**config.mk**
```make
export PLATFORM = sky130hd
export DESIGN_NAME = ign3d_perm_ram
export DESIGN_NICKNAME = d
export VERILOG_FILES = /design/src/sv/ign3d_pkg.sv /design/src/sv/ign3d_perm_ram.sv
export SDC_FILE = /design/constraint.sdc
export NUM_CORES = 2
export LEC_CHECK = 0
export BUFFER_PORTS_ARGS = -buffer_cell sky130_fd_sc_hd__buf_2
export CORE_AREA = 2 2 496 498
export DETAILED_ROUTE_END_ITERATION = 8
export DIE_AREA = 0 0 498 500
export PLACE_DENSITY = 0.68
export SYNTH_ARGS = -nofsm -noshare
export SYNTH_HDL_FRONTEND = slang
export SYNTH_SLANG_ARGS = --single-unit
```
**constraint.sdc**
```tcl
create_clock -name clk -period 2.3 [get_ports clk]
set_clock_uncertainty 0.05 [all_clocks]
set_input_delay 0.23 -clock clk [delete_from_list [all_inputs] [get_ports clk]]
set_output_delay 0.23 -clock clk [all_outputs]
set_load 0.03 [all_outputs]
```
**src/sv/ign3d_pkg.sv**
```systemverilog
package ign3d_pkg;

  // One write beat into a permutation copy
  typedef struct packed {
    logic       en;
    logic [7:0] addr;
    logic [7:0] data;
  } perm_wr_t;

  // Reference permutation loaded after reset
  localparam logic [7:0] PERM_INIT [256] = '{
    8'd151, 8'd160, 8'd137, 8'd91,  8'd90,  8'd15,  8'd131, 8'd13,
    8'd201, 8'd95,  8'd96,  8'd53,  8'd194, 8'd233, 8'd7,   8'd225,
    8'd140, 8'd36,  8'd103, 8'd30,  8'd69,  8'd142, 8'd8,   8'd99,
    8'd37,  8'd240, 8'd21,  8'd10,  8'd23,  8'd190, 8'd6,   8'd148,
    8'd247, 8'd120, 8'd234, 8'd75,  8'd0,   8'd26,  8'd197, 8'd62,
    8'd94,  8'd252, 8'd219, 8'd203, 8'd117, 8'd35,  8'd11,  8'd32,
    8'd57,  8'd177, 8'd33,  8'd88,  8'd237, 8'd149, 8'd56,  8'd87,
    8'd174, 8'd20,  8'd125, 8'd136, 8'd171, 8'd168, 8'd68,  8'd175,
    8'd74,  8'd165, 8'd71,  8'd134, 8'd139, 8'd48,  8'd27,  8'd166,
    8'd77,  8'd146, 8'd158, 8'd231, 8'd83,  8'd111, 8'd229, 8'd122,
    8'd60,  8'd211, 8'd133, 8'd230, 8'd220, 8'd105, 8'd92,  8'd41,
    8'd55,  8'd46,  8'd245, 8'd40,  8'd244, 8'd102, 8'd143, 8'd54,
    8'd65,  8'd25,  8'd63,  8'd161, 8'd1,   8'd216, 8'd80,  8'd73,
    8'd209, 8'd76,  8'd132, 8'd187, 8'd208, 8'd89,  8'd18,  8'd169,
    8'd200, 8'd196, 8'd135, 8'd130, 8'd116, 8'd188, 8'd159, 8'd86,
    8'd164, 8'd100, 8'd109, 8'd198, 8'd173, 8'd186, 8'd3,   8'd64,
    8'd52,  8'd217, 8'd226, 8'd250, 8'd124, 8'd123, 8'd5,   8'd202,
    8'd38,  8'd147, 8'd118, 8'd126, 8'd255, 8'd82,  8'd85,  8'd212,
    8'd207, 8'd206, 8'd59,  8'd227, 8'd47,  8'd16,  8'd58,  8'd17,
    8'd182, 8'd189, 8'd28,  8'd42,  8'd223, 8'd183, 8'd170, 8'd213,
    8'd119, 8'd248, 8'd152, 8'd2,   8'd44,  8'd154, 8'd163, 8'd70,
    8'd221, 8'd153, 8'd101, 8'd155, 8'd167, 8'd43,  8'd172, 8'd9,
    8'd129, 8'd22,  8'd39,  8'd253, 8'd19,  8'd98,  8'd108, 8'd110,
    8'd79,  8'd113, 8'd224, 8'd232, 8'd178, 8'd185, 8'd112, 8'd104,
    8'd218, 8'd246, 8'd97,  8'd228, 8'd251, 8'd34,  8'd242, 8'd193,
    8'd238, 8'd210, 8'd144, 8'd12,  8'd191, 8'd179, 8'd162, 8'd241,
    8'd81,  8'd51,  8'd145, 8'd235, 8'd249, 8'd14,  8'd239, 8'd107,
    8'd49,  8'd192, 8'd214, 8'd31,  8'd181, 8'd199, 8'd106, 8'd157,
    8'd184, 8'd84,  8'd204, 8'd176, 8'd115, 8'd121, 8'd50,  8'd45,
    8'd127, 8'd4,   8'd150, 8'd254, 8'd138, 8'd236, 8'd205, 8'd93,
    8'd222, 8'd114, 8'd67,  8'd29,  8'd24,  8'd72,  8'd243, 8'd141,
    8'd128, 8'd195, 8'd78,  8'd66,  8'd215, 8'd61,  8'd156, 8'd180
  };

endpackage

```
**src/sv/ign3d_perm_ram.sv**
```systemverilog
module ign3d_perm_ram (
  input  logic                clk,
  input  ign3d_pkg::perm_wr_t wr,
  input  logic [7:0]          rd_addr_a,
  input  logic [7:0]          rd_addr_b,
  output logic [7:0]          rd_data_a_r,
  output logic [7:0]          rd_data_b_r
);
  import ign3d_pkg::*;

  logic [7:0] mem [256];

  // Write one entry, read two entries into registers
  always_ff @(posedge clk) begin
    if (wr.en) begin
      mem[wr.addr] <= wr.data;
    end
    rd_data_a_r <= mem[rd_addr_a];
    rd_data_b_r <= mem[rd_addr_b];
  end

endmodule

```
Word level (Yosys, flattened, before mapping)
Memory sizes are Yosys's and may differ from the RTL's. A register that Yosys moved wholly into a read port is not among the register bits.
Cells that the tools add are included.
{ "word_totals": {"regBits": 0, "ramBits": 2048, "output_inout_bits": 16, "wordCells": 3, "n_memories": 1} }
{ "classes": {"muxes": 2} }
{ "mem_list": {"columns": ["name", "words", "word_bits", "read_ports", "rd_clocked_by_memory_dff", "write_ports", "line_no", "source"], "rows": [
  ["mem", 256, 8, 2, 2, 1, "ign3d_perm_ram.sv:11", "logic [7:0] mem [256];"]
]} }
{ "ops": {"columns": ["cell", "count"], "rows": [
  ["two-way mux 1 bit", 2]
]} }

Longest topological paths before layout
{ "logic_depth": {"depth_word": 2, "depth_mapped": 12} }

Worst setup path before layout
OpenSTA, ideal clock, no wires.
{ "synth_timing": {"path_type": "in2reg", "from": "input port rd_addr_b[0]", "to": "register rd_data_b_r[0] (read register of mem)", "t_arrival_ps": 2131, "setup_slack_ps": -21, "cell_stages": 9, "n_path_buf": 3, "cell_sequence": "buf_4 > buf_6 > buf_2 > mux4_2 > mux4_2 > nand2_1 > a21oi_1 > a21oi_1 > a221oi_2"} }
{ "synth_rtl": {"columns": ["item", "line_no", "source"], "rows": [
  ["start: declaration", "ign3d_perm_ram.sv:5", "input logic [7:0] rd_addr_b,"],
  ["end: declaration", "ign3d_perm_ram.sv:7", "output logic [7:0] rd_data_b_r"]
]} }

==> metrics.txt <==
yosys warns=0; WS Path Type=reg2reg; Longest Clk Path Bufs=3; Clock transition at path regs=60 ps; Initial Util=39.7%; worst setup margin=-117 ps; first drt pass iteration count=7; final setup vio count=7; Area contributors post-synth=edfxtp_1 63%, mux4_2 24%, mux2i_1 2.4%; Die Wd=roughly 500 um; startpoint of the worst register-to-register path=mem[247][4]; DRT iter0 DRCs=8660; Slew @ Worst Pin=926 ps; fmax=414 MHz; H-tree levels=4; Synth Register Bits=2064; initial antenna violation count=12; Tot GR Track Use=24.9%; Post-DP HPWL=between 200 and 250 mm; Cell Area, Placed=108000 um^2; Num CTS Buffers=204; Max IR drop VDD=0.852 mV; Multi-input gate area=about 33000 um^2; Max Cap Viol=0; die height=500 um; DRT antenna net count=0; Post-route DRC=0; Non-Filler Instances=9217; wl on met1=112 mm; clk root buf=clkbuf_16; Crit path arrival time=3110 ps; layout cells sized above 1=43.8%; r2r setup slk=-120 ps; clk_lat worst skew=890 ps; CP Launch Point=mem[247][4]; Routed met3 length=38.2 mm; Cell Pwr Density=725 nW/um^2; RSZ-0062 raised after global routing=yes; Ports=50; IO buf count=49; global route total overflow=0; Post-Route WL=313 mm; CP startpoint kind=flip-flop; number of fill cells in the layout=approximately 20000; Core ar.=244000 um^2; syn_area_per_cell=between 20 and 25 um^2; Leak Pwr=38.2 nW; post-DR wirelength/cell=34.0 um; Post-synth top flop=edfxtp_1; largest net degree at the start of global routing=91; Area Overhead vs Synth=19.7%; via count of the first global-routing pass=58400; crit path capture type=flip-flop; die area=249000 um^2; CTS tree=built; Synth top area share=63.4%; Final Instance Area=between 100000 and 150000 um^2; Final Hold Fails=0; Critical Path Fanout Max=2; Post-Syn Instances=between 4000 and 5000; Register Area=61800 um^2; Worst Hold Class=in2reg; synth unique cells=65; violated checks=setup timing; Worst Path Required=2990 ps; net count after synthesis=around 4900; row count=182; Final min period=between 2000 and 2500 ps; commonest cells after routing, fill and taps aside=2048 x edfxtp_1, 1051 x mux4_2, 953 x buf_4, 298 x nor2_1, 234 x mux2i_1; period utilisation layout=105%; EDFF count, synth=2048; clock sink count=~2100; Post-Syn Area=97000 um^2; fin nets=a little under 6000; commonest non-fill, non-tap cell in the layout=edfxtp_1; sequential area share after synthesis=63.7%; Setup WS pre-CTS=-1330 ps; Synth area leader=edfxtp_1; total power=84.1 mW; first-pass GRT wire length=441 mm; GP Congestion=about 0.98; Final Max Tran Viols=0; Via density=6.39; Hold Startpoint=wr[13]; Vias=approximately 60000; Slew HR=38.1%; DR WL met2=146 mm; placed cells=8803; DR top layer=met5; asr flop ratio synth=0%; status=finished with violations
[critical path, cell delays in order (launching register included)]
cell      delay [ps]
edfxtp_1         380
mux4_2           490
mux4_2           550
mux2i_1          170
buf_4            160
o21ai_4          110
o211ai_1         320
a221oi_2          60
[kinds of logic (layout without fill, tap and decap cells)]
kind of cell / Yosys count / in the layout / synth area share, %
AO/OA/AOI/OAI: 466 / 466 / 3.54
buffers and inverters: 401 / 1538 / 2.73
flip-flops: 2064 / 2064 / 63.7
multiplexers: 1325 / 1325 / 27.3
other: 0 / 13 / 0
AND/OR/NAND/NOR: 591 / 591 / 2.70
[area by class of cell]
type	count	area share [%]
tap	3220	3.47
clock inverter	130	1.19
timing repair buffer	1148	8.83
inverter	6	0.0226
multi-input combinational	2382	28.5
clock buffer	254	4.64
antenna	13	0.0280
sequential	2064	53.3
[cells in the mapped netlist, types with 21 or more instances]
cell / instances
buf_4: 42
nor3_1: 21
mux2_2: 38
mux4_2: 1051
nand2_1: 114
buf_1: 25
nor2b_1: 27
clkbuf_1: 137
a22o_1: 22
o22ai_1: 48
nand3_1: 52
nor2_1: 298
o221ai_1: 65
buf_6: 44
buf_8: 35
buf_2: 104
o21ai_0: 34
a211oi_1: 28
edfxtp_1: 2048
a22oi_1: 62
mux2i_1: 236
a221oi_1: 32
a21oi_1: 79
[worst paths after layout]
kind | to | cells after the start
worst max-delay path | rd_data_b_r[4] | 7
worst min-delay path | mem[188][4] | 4
worst max register to register | rd_data_b_r[4] | 7
worst min register to register | rd_data_b_r[7] | 4
[metal layers]
metal	vias up	GRT usage, %
met5	-	0
met4	6	11.8
met3	702	5.69
met2	4376	38.9
met1	30900	33.1
li1	23000	-
[report_power, final]
group / leakage (nW) / switching [mW] / internal, mW
sequential: 18.5 / 0.196 / 41.5
combinational: 16.3 / 4.80 / 3.68
clock: 3.28 / 14.8 / 19.2
[sequential cells by signal, summed over array words and instances (netlist names)]
name	count
rd_data_b_r	8
rd_data_a_r	8
mem	2048
[metrics by stage]
stage	hold slack, ps	utilization (%)	setup TNS [ps]
5_1_grt	87.7	47.5	-845
3_5_place_dp	721	44.4	-14400
6_report	93.1	47.5	-559
2_1_floorplan	279	-	0
3_3_place_gp	709	44.4	-15100
4_1_cts	6.32	47.4	-629
[what timing repair did]
action,CTS,global route
endpoints found under the setup margin,16,23
hold buffers,16,0
buffers inserted,4,2
gates resized for setup,77,46
pin swaps,22,22
hold endpoints to repair,377,0
Power figures use the tool's default switching activity.
